--- src/sv/wmcc_pkg.sv ---
// Shared types and constants for the window multiset cover counter.
// No dependencies; every other file imports this package.
`timescale 1ns / 1ps

package wmcc_pkg;

   localparam int MAX_LEN_DEF  = 4096;
   localparam int ALPHABET_DEF = 26;
   localparam int LETTER_W     = 5;
   localparam int MODE_W       = 2;
   localparam int TOTAL_W      = 24;
   localparam int PAT_W        = 13;
   localparam int QUEUE_DEPTH  = 2;

   localparam logic [PAT_W-1:0]   PAT_SAT   = '1;
   localparam logic [TOTAL_W-1:0] TOTAL_MAX = '1;

   localparam logic [MODE_W-1:0] MODE_CLEAR   = 2'd0;
   localparam logic [MODE_W-1:0] MODE_PATTERN = 2'd1;
   localparam logic [MODE_W-1:0] MODE_TEXT    = 2'd2;

   typedef enum logic [1:0] {
      OP_CLEAR,
      OP_PATTERN,
      OP_TEXT
   } op_type;

   typedef struct packed {
      op_type              op;
      logic [LETTER_W-1:0] letter;
      logic                last;
   } entry_type;

   typedef enum logic [1:0] {
      ST_IDLE,
      ST_SCAN,
      ST_DROP
   } state_type;

endpackage

--- src/sv/wmcc_queue.sv ---
// Short entry queue between the front stage and the back end.
// Depends on wmcc_pkg for the entry type and depth.
`timescale 1ns / 1ps

module wmcc_queue
   import wmcc_pkg::*;
(
   input  logic      clock,
   input  logic      reset,
   input  logic      in_valid,
   output logic      in_ready,
   input  entry_type in_entry,
   output logic      out_valid,
   input  logic      out_ready,
   output entry_type out_entry
);

   localparam int AW = (QUEUE_DEPTH > 1) ? $clog2(QUEUE_DEPTH) : 1;
   localparam int NW = $clog2(QUEUE_DEPTH + 1);

   entry_type         slots [QUEUE_DEPTH];
   logic [AW-1:0]     wr_ptr_ff, wr_ptr_in;
   logic [AW-1:0]     rd_ptr_ff, rd_ptr_in;
   logic [NW-1:0]     count_ff, count_in;
   logic              push, pop;

   assign in_ready  = (count_ff != NW'(QUEUE_DEPTH));
   assign out_valid = (count_ff != '0);
   assign out_entry = slots[rd_ptr_ff];
   assign push      = in_valid && in_ready;
   assign pop       = out_valid && out_ready;

   always_comb begin
      wr_ptr_in = wr_ptr_ff;
      rd_ptr_in = rd_ptr_ff;
      count_in  = count_ff;
      if (push) begin
         wr_ptr_in = (wr_ptr_ff == AW'(QUEUE_DEPTH - 1)) ? '0 : wr_ptr_ff + AW'(1);
      end
      if (pop) begin
         rd_ptr_in = (rd_ptr_ff == AW'(QUEUE_DEPTH - 1)) ? '0 : rd_ptr_ff + AW'(1);
      end
      if (push && !pop) begin
         count_in = count_ff + NW'(1);
      end else if (pop && !push) begin
         count_in = count_ff - NW'(1);
      end
   end

   always_ff @(posedge clock) begin
      if (reset) begin
         wr_ptr_ff <= '0;
         rd_ptr_ff <= '0;
         count_ff  <= '0;
      end else begin
         wr_ptr_ff <= wr_ptr_in;
         rd_ptr_ff <= rd_ptr_in;
         count_ff  <= count_in;
      end
      if (push) begin
         slots[wr_ptr_ff] <= in_entry;
      end
   end

endmodule

--- config.mk ---
export PLATFORM = sky130hd
export DESIGN_NAME = wmcc_queue
export DESIGN_NICKNAME = d
export VERILOG_FILES = /design/src/sv/wmcc_pkg.sv /design/src/sv/wmcc_queue.sv
export SDC_FILE = /design/constraint.sdc
export NUM_CORES = 1
export LEC_CHECK = 0
export ABC_AREA = 1
export BUFFER_PORTS_ARGS = -buffer_cell sky130_fd_sc_hd__buf_2
export CORE_MARGIN = 2
export CORE_UTILIZATION = 47
export CTS_BUF_LIST = sky130_fd_sc_hd__clkbuf_8
export DETAILED_ROUTE_END_ITERATION = 8
export PLACE_DENSITY = 0.79
export SYNTH_ARGS = -nofsm -noshare
export SYNTH_HDL_FRONTEND = slang
export SYNTH_SLANG_ARGS = --single-unit
--- constraint.sdc ---
create_clock -name clock -period 1.24 [get_ports clock]
set_input_delay 0.248 -clock clock [delete_from_list [all_inputs] [get_ports clock]]
set_output_delay 0.248 -clock clock [all_outputs]
set_load 0.05 [all_outputs]
After elaboration in Yosys (flattened, before gate mapping)
Memories as Yosys holds them, arrays and structs flattened. A register that Yosys moved wholly into a read port is not among the register bits. Cells that the tools add are included.

Bits in writable memories: 16. Bits of input ports: 12. Output and inout port bits: 10. Flip-flop bits (word level): 4. Memories kept: 1. Word-level logic and storage cells: 25.

Memory list: slots (words 2, width 8, rd ports 1, clocked after Yosys merged registers in 1, write ports 1, RTL line wmcc_queue.sv:21) `entry_type slots [QUEUE_DEPTH];`.

$add $sub $neg: 4. Eq/ne operators: 1. Multiplexer cells: 8. Reductions and logical operators: 8.

Operators with widths (count): two-way mux 1 bit (6); logical AND 1 bit (4); two-way mux 2 bit (2); nonzero test 2 bit (2); adder 1 bit (second input constant) (2); adder 2 x 1 -> 2 bit (second input constant) (1); logical NOT 1 bit (2); inequality test 2 bit (second input constant) (1); subtractor 2 x 1 -> 2 bit (second input constant) (1).

Longest topological paths before layout
Depth after elaboration: 6. Depth in mapped cells: 11. Gate-level depth less buffers: 11.

Least setup slack after synthesis
No wires, ideal clock.

Kind: register -> register. From: register count_ff[0]. To: register count_ff[1]. Required time: 1176 ps. Path buffers: 0. Arrival time: 1503 ps. Slack: -327 ps. Stages on the path, launching flop included: 10. Library setup time: 64 ps. Period minus slack after synthesis: 1567 ps. Path through: dfxtp_1 inv_2 nand2_1 nand2_1 ha_1 inv_1 nand3_1 nand2_1 inv_1 nor2_1.

Word-level cells in the longest chain between the ends: 5. Elaborated cells between the ends (all ways): 13. Those cells by class: add/sub: 2; eq/ne: 1; mux: 2; reduce/logical: 8.

Ends and longest elaborated chain: start: declaration (RTL line wmcc_queue.sv:24) `logic [NW-1:0] count_ff, count_in;`; start signal: assignment (RTL line wmcc_queue.sv:58) `count_ff <= count_in;`; nonzero test 2 bit * (RTL line wmcc_queue.sv:28) `assign out_valid = (count_ff != '0);`; via out_valid (RTL line wmcc_queue.sv:13) `output logic out_valid,`; logical AND 1 bit * (RTL line wmcc_queue.sv:31) `assign pop = out_valid && out_ready;`; logical NOT 1 bit (RTL line wmcc_queue.sv:43) `if (push && !pop) begin`; logical AND 1 bit (RTL line wmcc_queue.sv:43); two-way mux 2 bit / nonzero test 2 bit (equally long branches).

The timed path passes the listed nets; every way through them passes the cells marked *. The select of a mux whose other input is x is not followed. A chain may end at the register's enable or synchronous reset.

==> run_results.csv <==
group,metric,value,unit
job,cap_violations,0,
sta,fin_worst_skew,0.00121,ns
finish,final_common_cell,"edfxtp_1",
worst_setup_path,worst-path-max-fanout,8,
global_route,grt_max_degree,13,
finish,fin_nets,106,
finish,drive_above_1_share,0.620,
clocking,cts_root_buffer,"clkbuf_8",
finish,layout_common_cells,"edfxtp_1 (16), buf_2 (11), mux2_4 (8), buf_8 (8)",
floorplanning,rows,15,
sta,max_freq,693,MHz
sta,hold_viol,0,
power_and_ir_drop,p_leak,0.534,nW
logic_synthesis,synth-xor-area-share,0,
power_and_ir_drop,p_comb_frac,0.529,
placed_design,pre_cts_ws,-0.0509,ns
routing,wirelength,1650,um
worst_setup_path,end_kind,"primary output",
floorplanning,die_w,45.9,um
finish,diodes,0,
logic_synthesis,synth_area_leaders,"edfxtp_1 (58%), dfxtp_1 (12%), mux2_2 (11%), nand2_1 (3.2%), nor2_1 (3.2%)",
floorplanning,io_pins,22,
worst_setup_path,r2r-start,"count_ff[0]",
finish,final_design_area_no_fill,1310,sq um
power_and_ir_drop,power.share.sequential,0.331,
outcome,violations,"setup timing",
global_route,grt_usage,0.181,
logic_synthesis,synth_mux_area_frac,0.109,
power_and_ir_drop,p_per_area,2370,nW/um^2
logic_synthesis,seq_area_frac_synth,0.703,
routing,antenna_left,0,
logic_synthesis,syn-cell-area,826,sq um
placed_design,routabilityCongestion,0.653,
power_and_ir_drop,clockPowerShare,0.140,
clocking,cts_hold_buf,0,
power_and_ir_drop,internal_power,1.86,mW
worst_setup_path,start_kind,"register",
logic_synthesis,synth_compound_area_frac,0.0242,
logic_synthesis,synthSimpleGateAreaFrac,0.105,
global_route,grt-ovfl-total,0,
logic_synthesis,syn_nets,75,
global_route,antenna_found_initial,0,
placed_design,placed_area,1080,sq um
logic_synthesis,ys_warn_count,0,
floorplanning,die_area,2110,sq um
power_and_ir_drop,switchingPower,1.24,mW
sta,worst_pin_slew,0.185,ns
worst_setup_path,arrival,1.19,ns
logic_synthesis,synth_seq_cells,21,
logic_synthesis,synth_top_area_frac,0.582,
routing,drc,0,
sta,setup-tns-final,-1.67,ns
finish,area_growth,58.2,%
routing,via_count,542,
placed_design,portBuffers,21,
power_and_ir_drop,vdd_drop_max,1.99,mV
sta,rsz0062_at_grt,"true",
sta,slew_headroom,0.876,
logic_synthesis,yosys.area_share.adder,0.0152,
clocking,cts_buffers,3,
clocking,path_clk_slew,0.08,ns
power_and_ir_drop,finalPower,3.10,mW
sta,report.final.slew_viol_count,0,
logic_synthesis,synth_cell_types,17,
worst_setup_path,critPathRequiredTime,0.99,ns
logic_synthesis,synth_cells,62,
floorplanning,initial_core_util,0.489,
worst_setup_path,slowest_stage,"dfxtp_2",
floorplanning,core,1690,sq um
worst_setup_path,worstSetupPathType,"reg -> out",
floorplanning,fp.dieH,45.9,um
sta,min_period,1.44,ns
routing,drt_iter0_markers,2,
sta,min_period_over_period,1.16,
routing,vias_per_cell,4.97,
clocking,htreeDepth,1,
clocking,clk_path_buf_depth,2,
min_path,worstHoldPathType,"in -> reg",
global_route,grt_pass1_wl,2530,um
min_path,min_from,"in_entry[1]",
power_and_ir_drop,switching_share,0.399,
global_route,grt_pass1_vias,582,
sta,layout_setup_ws,-0.203,ns
finish,post-route-util,0.773,
outcome,status,"finished, violations left",
logic_synthesis,synth_top_cell_by_area,"edfxtp_1",
clocking,worstSkewPairLatency,0.25,ns
clocking,cts_tree,"done",
worst_setup_path,cp_slowest_stage_delay,0.35,ns
sta,setup_viol,10,
routing,wl_per_cell,15.2,um
clocking,cts.sink_count,21,
logic_synthesis,syn_area_per_cell,13.3,sq um
logic_synthesis,synth_top_family_by_area,"multiplexers",
placed_design,dpl.hpwl,1050,um
worst_setup_path,crit_chain,"buf_12 > mux2_4 > buf_8",
routing,firstDrtPassIters,4,
critical path, delay by kind of cell (launching register included):
family,cells,cell delay (ns)
flops,1,0.35
mux,1,0.31
buf+inv,2,0.28
state kept, by name (all words and copies together), names as in the netlist, named ones only:
signal,flops
slots,16
rd_ptr_ff,1
wr_ptr_ff,1
count_ff,2
cells in the mapped netlist, drive strengths merged:
master,number
dfxtp,5
buf,1
nand4,1
nand3,2
mux2,8
clkinv,1
a21oi,2
edfxtp,16
inv,7
o21ai,2
nor2,7
nand2,9
ha,1
area by class of cell:
class	instances	area [sq um]
clock buffers	3	41.3
clock inverters	1	5.00
fillers	107	383
inverters	8	47.5
multi-input cells	32	322
flip-flops and latches	21	589
well taps	17	21.3
repair buffers	27	280
repair_timing:
| item | CTS | global route |
|---|---|---|
| endpoints found under the hold margin | 0 | 0 |
| gates cloned | 0 | 0 |
| pin swaps | 3 | 2 |
| endpoints found under the setup margin | 12 | 27 |
| resized for setup | 40 | 7 |
| setup buffers | 2 | 1 |
metal layers:
metal	wire length (um)	up-vias	GRT usage
li1	-	271	-
met1	629	255	0.188
met2	957	14	0.356
met3	54	2	0.0357
met4	10	0	0.0514
met5	0	-	0
final timing paths:
| path | to | slack [ns] | cells past startpoint |
|---|---|---|---|
| max | out_entry[0] | -0.20 | 3 |
| min | slots[0][1] | 0.18 | 1 |
| max reg2reg | count_ff[1] | -0.03 | 9 |
| min reg2reg | rd_ptr_ff | 0.53 | 2 |
metrics by stage:
step                instances  hold WS (ns)
floorplan                  62         0.347
global placement          102         0.436
detailed placement        102         0.441
CTS                       108         0.176
global route              109         0.172
finish                    109         0.180
power by group through the flow:
stage          sequential [mW]  combinational [mW]  clock [mW]
2_1_floorplan            0.991               0.958           0
3_3_place_gp              1.00                1.21           0
3_5_place_dp              1.01                1.25           0
4_1_cts                   1.01                1.57       0.443
5_1_grt                   1.04                1.73       0.472
6_report                  1.03                1.64       0.435
logic make-up (layout without fill, tap and decap cells):
family,Yosys count,after routing
AO/OA/AOI/OAI,4,4
adder cells (fa/ha/maj),1,1
AND/OR/NAND/NOR,19,19
buffers and inverters,9,39
multiplexers,8,8
flip-flops,21,21
Note: power is estimated with default switching activity, not from simulation.
