`src/sv/wmcc_pkg.sv`:
```
// Shared types and constants for the window multiset cover counter.
// No dependencies; every other file imports this package.
`timescale 1ns / 1ps

package wmcc_pkg;

   localparam int MAX_LEN_DEF  = 4096;
   localparam int ALPHABET_DEF = 26;
   localparam int LETTER_W     = 5;
   localparam int MODE_W       = 2;
   localparam int TOTAL_W      = 24;
   localparam int PAT_W        = 13;
   localparam int QUEUE_DEPTH  = 2;

   localparam logic [PAT_W-1:0]   PAT_SAT   = '1;
   localparam logic [TOTAL_W-1:0] TOTAL_MAX = '1;

   localparam logic [MODE_W-1:0] MODE_CLEAR   = 2'd0;
   localparam logic [MODE_W-1:0] MODE_PATTERN = 2'd1;
   localparam logic [MODE_W-1:0] MODE_TEXT    = 2'd2;

   typedef enum logic [1:0] {
      OP_CLEAR,
      OP_PATTERN,
      OP_TEXT
   } op_type;

   typedef struct packed {
      op_type              op;
      logic [LETTER_W-1:0] letter;
      logic                last;
   } entry_type;

   typedef enum logic [1:0] {
      ST_IDLE,
      ST_SCAN,
      ST_DROP
   } state_type;

endpackage

```
`src/sv/wmcc_front.sv`:
```
// Front stage: accepts request transactions, decodes the mode and holds one entry.
// Depends on wmcc_pkg.
`timescale 1ns / 1ps

module wmcc_front
   import wmcc_pkg::*;
(
   input  logic                clock,
   input  logic                reset,
   input  logic                req_valid,
   output logic                req_ready,
   input  logic [MODE_W-1:0]   req_mode,
   input  logic [LETTER_W-1:0] req_letter,
   input  logic                req_last,
   output logic                out_valid,
   input  logic                out_ready,
   output entry_type           out_entry
);

   logic      hold_valid_ff, hold_valid_in;
   entry_type hold_entry_ff, hold_entry_in;
   logic      keep;
   logic      accept;

   assign req_ready = !reset && (!hold_valid_ff || out_ready);
   assign accept    = req_valid && req_ready;
   assign out_valid = hold_valid_ff;
   assign out_entry = hold_entry_ff;

   always_comb begin
      keep                 = 1'b1;
      hold_entry_in        = hold_entry_ff;
      hold_entry_in.letter = req_letter;
      hold_entry_in.last   = req_last;
      unique case (req_mode)
         MODE_CLEAR:   hold_entry_in.op = OP_CLEAR;
         MODE_PATTERN: hold_entry_in.op = OP_PATTERN;
         MODE_TEXT:    hold_entry_in.op = OP_TEXT;
         default: begin
            // unused mode: drop it here
            hold_entry_in.op = OP_CLEAR;
            keep             = 1'b0;
         end
      endcase
      if (!accept) begin
         hold_entry_in = hold_entry_ff;
      end
      if (accept) begin
         hold_valid_in = keep;
      end else if (out_ready) begin
         hold_valid_in = 1'b0;
      end else begin
         hold_valid_in = hold_valid_ff;
      end
   end

   always_ff @(posedge clock) begin
      if (reset) begin
         hold_valid_ff <= 1'b0;
      end else begin
         hold_valid_ff <= hold_valid_in;
      end
      hold_entry_ff <= hold_entry_in;
   end

endmodule

```
`config.mk`:
```
export PLATFORM = sky130hd
export DESIGN_NAME = wmcc_front
export DESIGN_NICKNAME = d
export VERILOG_FILES = /design/src/sv/wmcc_pkg.sv /design/src/sv/wmcc_front.sv
export SDC_FILE = /design/constraint.sdc
export NUM_CORES = 1
export LEC_CHECK = 0
export ABC_CLOCK_PERIOD_IN_PS = 2580
export BUFFER_PORTS_ARGS = -buffer_cell sky130_fd_sc_hd__buf_2
export CAP_MARGIN = 20
export CORE_AREA = 2 2 39 41
export CTS_CLUSTER_DIAMETER = 100
export DETAILED_ROUTE_END_ITERATION = 8
export DIE_AREA = 0 0 41 43
export HOLD_SLACK_MARGIN = 0.1
export PLACE_DENSITY = 0.57
export SYNTH_ARGS = -nofsm -noshare
export SYNTH_HDL_FRONTEND = slang
export SYNTH_SLANG_ARGS = --single-unit
```
`constraint.sdc`:
```
create_clock -name clock -period 2.58 [get_ports clock]
set_clock_uncertainty 0.05 [all_clocks]
set_input_delay 0.258 -clock clock [delete_from_list [all_inputs] [get_ports clock]]
set_output_delay 0.258 -clock clock [all_outputs]
set_load 0.005 [all_outputs]
```
# --- After elaboration in Yosys (flattened, before gate mapping) ---
# Cells that the tools add are included.
totals:
  input_bits: 12
  regBits: 9
  out_inout_bits: 10
classes:
  n_eq_ne: 2
  n_reduce_logical: 8
  muxes: 4
op_table:
  columns: ["op", "n"]
  rows:
  - ["2-bit case mux with 2 select lines", 1]
  - ["1-bit 2-to-1 mux", 3]
  - ["3-bit OR reduction", 1]
  - ["2-bit by 1-bit == test with 1-bit output, second input constant", 1]
  - ["2-bit == test, second input constant", 1]
  - ["1-bit logical AND", 2]
  - ["1-bit zero test", 2]
  - ["2-bit zero test", 1]
  - ["2-bit nonzero test", 1]
  - ["1-bit logical OR", 1]

# --- Depth between registers and ports, before layout ---
# Gate-level depths: netlist of the first run.
depth:
  word_depth: 5
  mapped_depth: 2
  depth_no_buf: 2

# --- Worst setup path before layout of the first run ---
# OpenSTA, ideal clock, no wires.
synth_path:
  path_kind: "register to register"
  startpoint: "register hold_valid_ff, in the netlist out_valid"
  endpoint: "register hold_entry_ff, in the netlist out_entry[0], enable pin"
  arrival_time_ps: 835
  period_less_slack_ps: 1255
  setup_slack_ps: 1325
  setup_ps: 370
  path_stages_with_launch: 3
  cell_sequence: "dfxtp_1 -> nor2b_4 -> nor3b_2"
synth_between:
  elab_chain_cells: 4
synth_rtl:
  columns: ["item", "line", "text"]
  rows:
  - ["start: declaration", "wmcc_front.sv:20", "logic hold_valid_ff, hold_valid_in;"]
  - ["start signal: assignment", "wmcc_front.sv:61", "hold_valid_ff <= hold_valid_in;"]
  - ["1-bit zero test", "wmcc_front.sv:25", "assign req_ready = !reset && (!hold_valid_ff || out_ready);"]
  - ["1-bit logical OR", "wmcc_front.sv:25", null]
  - ["1-bit logical AND", "wmcc_front.sv:25", null]
  - ["1-bit logical AND", "wmcc_front.sv:26", "assign accept = req_valid && req_ready;"]
  - ["net accept", "wmcc_front.sv:23", "logic accept;"]
  - ["end signal: assignment", "wmcc_front.sv:63", "hold_entry_ff <= hold_entry_in;"]
  - ["end: declaration", "wmcc_front.sv:21", "entry_type hold_entry_ff, hold_entry_in;"]
# The timed path passes the listed nets, and every way through them passes these cells.
# A chain may end at the register's enable or synchronous reset.

# --- Final worst setup path of the first run ---
# Ends and elaborated chain as after synthesis.

==> results.md, run 1 <==
- Status: completed
- Detailed-placement wirelength estimate: 489 µm
- Cell count after synthesis: 16
- Initial standard-cell utilization of the core: a little under a quarter
- Area of the multi-input gates: roughly 60 µm²
- Worst path max stage delay: 0.50 ns
- Critical path arrival: 1.19 ns
- Worst path required time: roughly 2.4 ns
- Number of remaining DRC errors: 0
- Beginning of the critical path: out_valid
- Start of the worst register-to-register path: out_valid
- Number of distinct standard cells referenced by the synthesized netlist: 8
- Clock latency on the worst-skew pair: between 0.2 and 0.3 ns
- Category of the worst setup path launch point: register
- Achievable frequency: 741 MHz
- Maximum fanout count along the critical path: 8
- Actual slew at the worst max-slew pin: around 0.59 ns
- Buffer type at the clock tree root: sky130_fd_sc_hd__clkbuf_4
- Number of global-route vias before repair: ~190
- Pwr/cell area: 632 nW/µm²
- Storage element area: between 200 and 300 µm²
- Final Hold Viols: 0
- Post-route core utilization: 34.1%
- Leakage: between 0.2 and 0.25 nW
- Vert. Die Dim: about 43 µm
- Number of maximum-capacitance violations: 0
- Switching part of the total: 19.2%
- Cell Count, Final, Fillers Out: 57
- TritonCTS clock tree: done
- Part of the total power dissipated in sequential elements: between 50% and 60%
- Number of buffers inserted by port buffering: 21
- Die X: between 40 and 50 µm
- Unrepaired setup endpoints after global routing: false
- CTS max path bufs: 2
- Clock buffer count from CTS: 3
- Classification of the worst setup path: register to register
- Largest net degree at the start of global routing: 9
- Area growth, synth to finish: 47.3%
- Min Tclk post-route: 1.35 ns
- Clock transition time at the flip-flop clock pins of the worst setup and hold paths: 0.06 ns
- # nets final: 54
- Filler Cell Count: 139
- Ports: 22
- Core box area: around 1400 µm²
- Clk sinks: 9
- Average cell area after synthesis: 20.0 µm²
- Overall Power: 0.000298 W
- Type of element capturing the critical path: register
- Number of buffers inserted by hold repair at cts: 0
- Internal Pwr Total: 0.000241 W
- Number of setup buffers added after CTS: 0
- Site Rows: 14
- Final Setup Violations: 0
- Full die area: between 1500 and 2000 µm²
- Global placer's final weighted congestion: 0.603
- Worst path slowest cell: sky130_fd_sc_hd__nor3b_2
- Seq/Total Area, Yosys: 81.2%
- Total GRT Usage: 7.46%
- Logic gate share of total power: under 10%
- Share of total power in the clock network: about a third
- Origin of the worst min-delay path: req_letter[1]
- Detailed Routing Iterations Pass 1: 2
- Global-route congestion overflow total: 0
- Global-route wire length before repair: 793 µm
- Nets in the synthesized netlist: 28
- Number of cells upsized or downsized after cts: 0
- Ant. Diodes: 0
- NetSw: ~0.000057 W
- Relative slew margins: between 60% and 70%
- Number of antenna violations at the first check in global routing: 0
- Synth warnings: 0
- Final slew viol count: 0
- Period utilisation layout: between 50% and 60%
- Htree depth: 1
- Hold WC Path Type: primary input to register
- Synth Register Bits: 9
- Via/cell ratio: between 3 and 4
- Via Count: approximately 220
- Number of routed nets with antenna violations: 0
- Layout cell share with drive strength beyond 1: 63.4%
- Average wire per cell in the routed design: between 10 and 15 µm
- Worst-path cell chain: nor2b_4 > nor3b_2
- Worst R2R Setup Slack: roughly 1.2 ns
- Cell area after synthesis: 320 µm²
- Count of routing violations after the opening detailed-route iteration: 2
- Dpl cells: 53
- Worst voltage drop across the vdd grid: 0.183 mV
- Final WL: between 500 and 600 µm
- Total negative slack: 0 ns
[worst max-delay path: cells and delay by family (launching register included)]
family | cells | cell delay (ns)
AND/OR/NAND/NOR | 2 | 0.63
flip-flops | 1 | 0.31
[power groups by stage]
stage	Clock [W]	Combinational [W]	Sequential (W)
after detailed placement	0	0.0000269	0.000171
after global placement	0	0.0000270	0.000171
after floorplan	0	0.00000802	0.000172
after global routing	0.000118	0.0000295	0.000169
final	0.000103	0.0000265	0.000168
after CTS	0.000110	0.0000270	0.000168
[Yosys cell counts (all sizes together)]
master	instances	area, µm²
dfxtp	1	20.0
a21boi	1	7.51
nor3b	1	12.5
o21ba	1	10.0
edfxtp	8	240
nor2b	3	26.3
nor2	1	3.75
[kinds of logic (layout without fill, tap and decap cells)]
family | count (synthesis) | count (layout) | share of synthesized area, %
simple gates | 5 | 5 | 13.3
flops | 9 | 9 | 81.3
buf+inv | 0 | 25 | 0
compound gates | 2 | 2 | 5.47
[sequential cells by signal, summed over array words and instances (netlist names)]
name       count
out_valid      1
out_entry      8
[per-stage QoR]
stage          setup slack, ns  hold slack, ns  cell area (µm²)
2_1_floorplan             1.33           0.307              320
3_3_place_gp              1.25           0.395              445
3_5_place_dp              1.23           0.392              445
4_1_cts                   1.22           0.120              472
5_1_grt                   1.15           0.116              472
6_report                  1.23           0.132              472
[cell type report]
cell class              count  area share (%)
well taps                  16            4.24
clock buffers               4            5.57
flip-flops and latches      9            55.2
repair buffers             21            22.3
multi-input cells           7            12.7
[placed cells by master (no fill, tap or decap)]
master                     netlist  final
sky130_fd_sc_hd__clkbuf_4        0      3
sky130_fd_sc_hd__nor2b_4         1      1
sky130_fd_sc_hd__nor2_1          1      1
sky130_fd_sc_hd__edfxtp_1        8      8
sky130_fd_sc_hd__nor3b_2         1      1
sky130_fd_sc_hd__o21ba_1         1      1
sky130_fd_sc_hd__clkbuf_1        0      1
sky130_fd_sc_hd__buf_2           0     21
sky130_fd_sc_hd__a21boi_1        1      1
sky130_fd_sc_hd__nor2b_1         2      2
sky130_fd_sc_hd__dfxtp_1         1      1
[per-layer routing]
| layer | global-route usage (%) | wire [µm] |
|---|---|---|
| met4 | 6.00 | 0 |
| met1 | 9.52 | 273 |
| met5 | 0 | 0 |
| met3 | 4.71 | 108 |
| met2 | 8.44 | 210 |
[final timing paths]
kind	to	cells after the start
max	out_entry[0]	2
min	out_entry[2]	1
max reg2reg	out_entry[0]	2
min reg2reg	out_valid	2
(Power assumes the default switching activity.)
==> run 2: changes to the inputs <==
--- a/config.mk
+++ b/config.mk
@@ -5,7 +5,7 @@
 export SDC_FILE = /design/constraint.sdc
 export NUM_CORES = 1
 export LEC_CHECK = 0
-export ABC_CLOCK_PERIOD_IN_PS = 2580
+export ABC_CLOCK_PERIOD_IN_PS = 1100
 export BUFFER_PORTS_ARGS = -buffer_cell sky130_fd_sc_hd__buf_2
 export CAP_MARGIN = 20
 export CORE_AREA = 2 2 39 41
@@ -13,7 +13,7 @@
 export DETAILED_ROUTE_END_ITERATION = 8
 export DIE_AREA = 0 0 41 43
 export HOLD_SLACK_MARGIN = 0.1
-export PLACE_DENSITY = 0.57
+export PLACE_DENSITY = 0.59
 export SYNTH_ARGS = -nofsm -noshare
 export SYNTH_HDL_FRONTEND = slang
 export SYNTH_SLANG_ARGS = --single-unit
==> constraint.sdc (replaced) <==
create_clock -name clock -period 1.1 [get_ports clock]
set_clock_uncertainty 0.05 [all_clocks]
set_input_delay 0.11 -clock clock [delete_from_list [all_inputs] [get_ports clock]]
set_output_delay 0.11 -clock clock [all_outputs]
set_load 0.005 [all_outputs]
==> run 2 against run 1 <==
  * The run now ends with negative setup slack left
  * Clock power rose by 140%
  * Global-route usage rose by 0.59 points
  * Register-to-register slack worse by 1.2 ns
  * Critical endpoint is now req_ready
  * Largest cell class unchanged
  * Largest power group unchanged
==> results.md, run 2 (synthesis gave the netlist of run 1 again) <==
- Status: finished, violations left
- Failing checks: negative setup slack
- Worst reg2reg path depth: 3
- Commonest non-fill, non-tap cells in the layout: sky130_fd_sc_hd__buf_2, sky130_fd_sc_hd__dlygate4sd3_1, sky130_fd_sc_hd__edfxtp_1, sky130_fd_sc_hd__clkbuf_4
- Relative slew margins: 90.5%
- Worst R2R Setup Slack: -0.01 ns
- Clk sinks: 9
- Critical path arrival: 1.01 ns
- Global-route wire length before repair: 910 µm
- Global placer's final weighted congestion: ~0.58
- CTS max path bufs: 2
- Hold WC Path Type: primary input to register
- Worst voltage drop across the vdd grid: between 0.5 and 0.6 mV
- Area growth, synth to finish: 81.6%
- Beginning of the critical path: out_valid
- Number of routed nets with antenna violations: 0
- Final worst slack: -0.0664 ns
- Largest net degree at the start of global routing: 9
- Worst path max stage delay: ~0.32 ns
- Number of remaining DRC errors: 0
- Layout cell share with drive strength beyond 1: a little under three fifths
- Unrepaired setup endpoints after global routing: true
- Clock transition time at the flip-flop clock pins of the worst setup and hold paths: 0.06 ns
- Site Rows: 14
- Share of total power in the clock network: between 30 and 40%
- Initial standard-cell utilization of the core: ~23%
- Via/cell ratio: 3.69
- Worst path slowest cell: sky130_fd_sc_hd__dfxtp_2
- Maximum fanout count along the critical path: 2
- Post-route core utilization: 42.0%
- Most common cell after layout, fill and taps aside: sky130_fd_sc_hd__buf_2
- Via Count: 247
- Critical path endpoint: req_ready
- Ports: 22
- # nets final: 64
- Total GRT Usage: 8.04%
- Part of the total power dissipated in sequential elements: a little over half
- Logic gate share of total power: between 10% and 20%
- Number of maximum-capacitance violations: 0
- Type of element capturing the critical path: primary output
- Final Hold Viols: 0
- Capture point of the worst reg-to-reg path: out_entry[5]
- Detailed Routing Iterations Pass 1: 1
- Actual slew at the worst max-slew pin: about 0.14 ns
- Number of buffers inserted by port buffering: 21
- Vert. Die Dim: between 40 and 50 µm
- Average wire per cell in the routed design: 9.97 µm
- Switching part of the total: 19.8%
- Number of antenna violations at the first check in global routing: 0
- Period utilisation layout: 106%
- Achievable frequency: roughly 860 MHz
- Number of flip-flops in the largest register: 8
- NetSw: roughly 0.00015 W
- Number of setup buffers added after CTS: 0
- Htree depth: 1
- Global-route congestion overflow total: 0
- Pwr/cell area: about 1300 nW/µm²
- Buffer type at the clock tree root: sky130_fd_sc_hd__clkbuf_4
- Worst path required time: 0.94 ns
- Worst Setup Slack post-DPL: -0.00553 ns
- Die X: between 40 and 50 µm
- Internal Pwr Total: approximately 0.00059 W
- Final slew viol count: 0
- Category of the worst setup path launch point: register
- Final WL: between 600 and 700 µm
- Core box area: between 1000 and 1500 µm²
- Clock latency on the worst-skew pair: 0.26 ns
- Start of the worst register-to-register path: out_valid
- Count of routing violations after the opening detailed-route iteration: 0
- Ant. Diodes: 0
- Clock buffer count from CTS: 3
- Full die area: roughly 1800 µm²
- Leakage: roughly 0.26 nW
- Min Tclk post-route: 1.17 ns
- Final Setup Violations: 9
- Classification of the worst setup path: register to primary output
- Number of global-route vias before repair: between 200 and 250
- Worst-path cell chain: nor2b_4 > buf_6 > nor2_1 > buf_2
- TritonCTS clock tree: done
-- run 2: cell types whose count changed in the layout (fill, tap and decap cells not counted) --
cell | previous run | this run
sky130_fd_sc_hd__buf_6 | 0 | 2
sky130_fd_sc_hd__dfxtp_1 | 1 | 0
sky130_fd_sc_hd__dfxtp_2 | 0 | 1
sky130_fd_sc_hd__dlygate4sd3_1 | 0 | 8
sky130_fd_sc_hd__nor3b_2 | 1 | 0
sky130_fd_sc_hd__nor3b_4 | 0 | 1
-- run 2: per-stage QoR --
step / TNS [ns] / hold slack [ns] / power (W) / instance area [µm²] / std cells
5_1_grt: -0.491 / 0.133 / 0.000778 / 582 / 67
3_5_place_dp: -0.0435 / 0.245 / 0.000474 / 468 / 55
4_1_cts: -0.232 / 0.104 / 0.000746 / 582 / 67
6_report: -0.124 / 0.107 / 0.000738 / 582 / 67
2_1_floorplan: -0.386 / 0.159 / 0.000426 / 328 / 16
3_3_place_gp: 0 / 0.246 / 0.000474 / 468 / 55
-- run 2: critical path: cells and delay by family, from the launching register on --
kind,cells,cell delay (ns)
buffers and inverters,2,0.23
DFF,1,0.32
and+or+nand+nor,2,0.20
-- run 2: final cells by class --
type,instances,area (µm²)
Timing Repair Buffer,31,208
Sequential cell,9,262
Fill cell,134,802
Multi-Input combinational cell,7,66.3
Tap cell,16,20.0
Clock buffer,4,26.3
-- run 2: what timing repair did --
action | 4_1_cts | 5_1_grt
endpoints found under the hold margin | 8 | 0
pin swaps | 1 | 1
setup endpoints to repair | 9 | 9
hold buffers | 8 | 0
gates resized for setup | 2 | 0
-- run 2: worst min path at each step --
stage	startpoint	to	slack, ns	depth (start not counted)
finish	reset	out_valid	0.11	2
global route	reset	out_valid	0.13	2
CTS	reset	out_valid	0.10	2
detailed placement	req_last	out_entry[0]	0.25	1
global placement	req_letter[4]	out_entry[5]	0.25	1
floorplan	req_last	out_entry[0]	0.16	0
-- run 2: power groups by stage --
stage	Combinational (W)	Clock, W	Sequential [W]
floorplan	0.0000214	0	0.000405
global placement	0.0000717	0	0.000402
detailed placement	0.0000721	0	0.000402
CTS	0.0000971	0.000254	0.000394
global route	0.000106	0.000277	0.000395
finish	0.0000965	0.000248	0.000394
-- run 2: metal layers --
layer  up-vias  GRT usage [%]  share of wire, %
met5         -              0                 0
met4         0           4.00                 0
met3         0           4.71                15
met2        22           10.6                37
met1        96           10.1                47
li1        129              -                 -
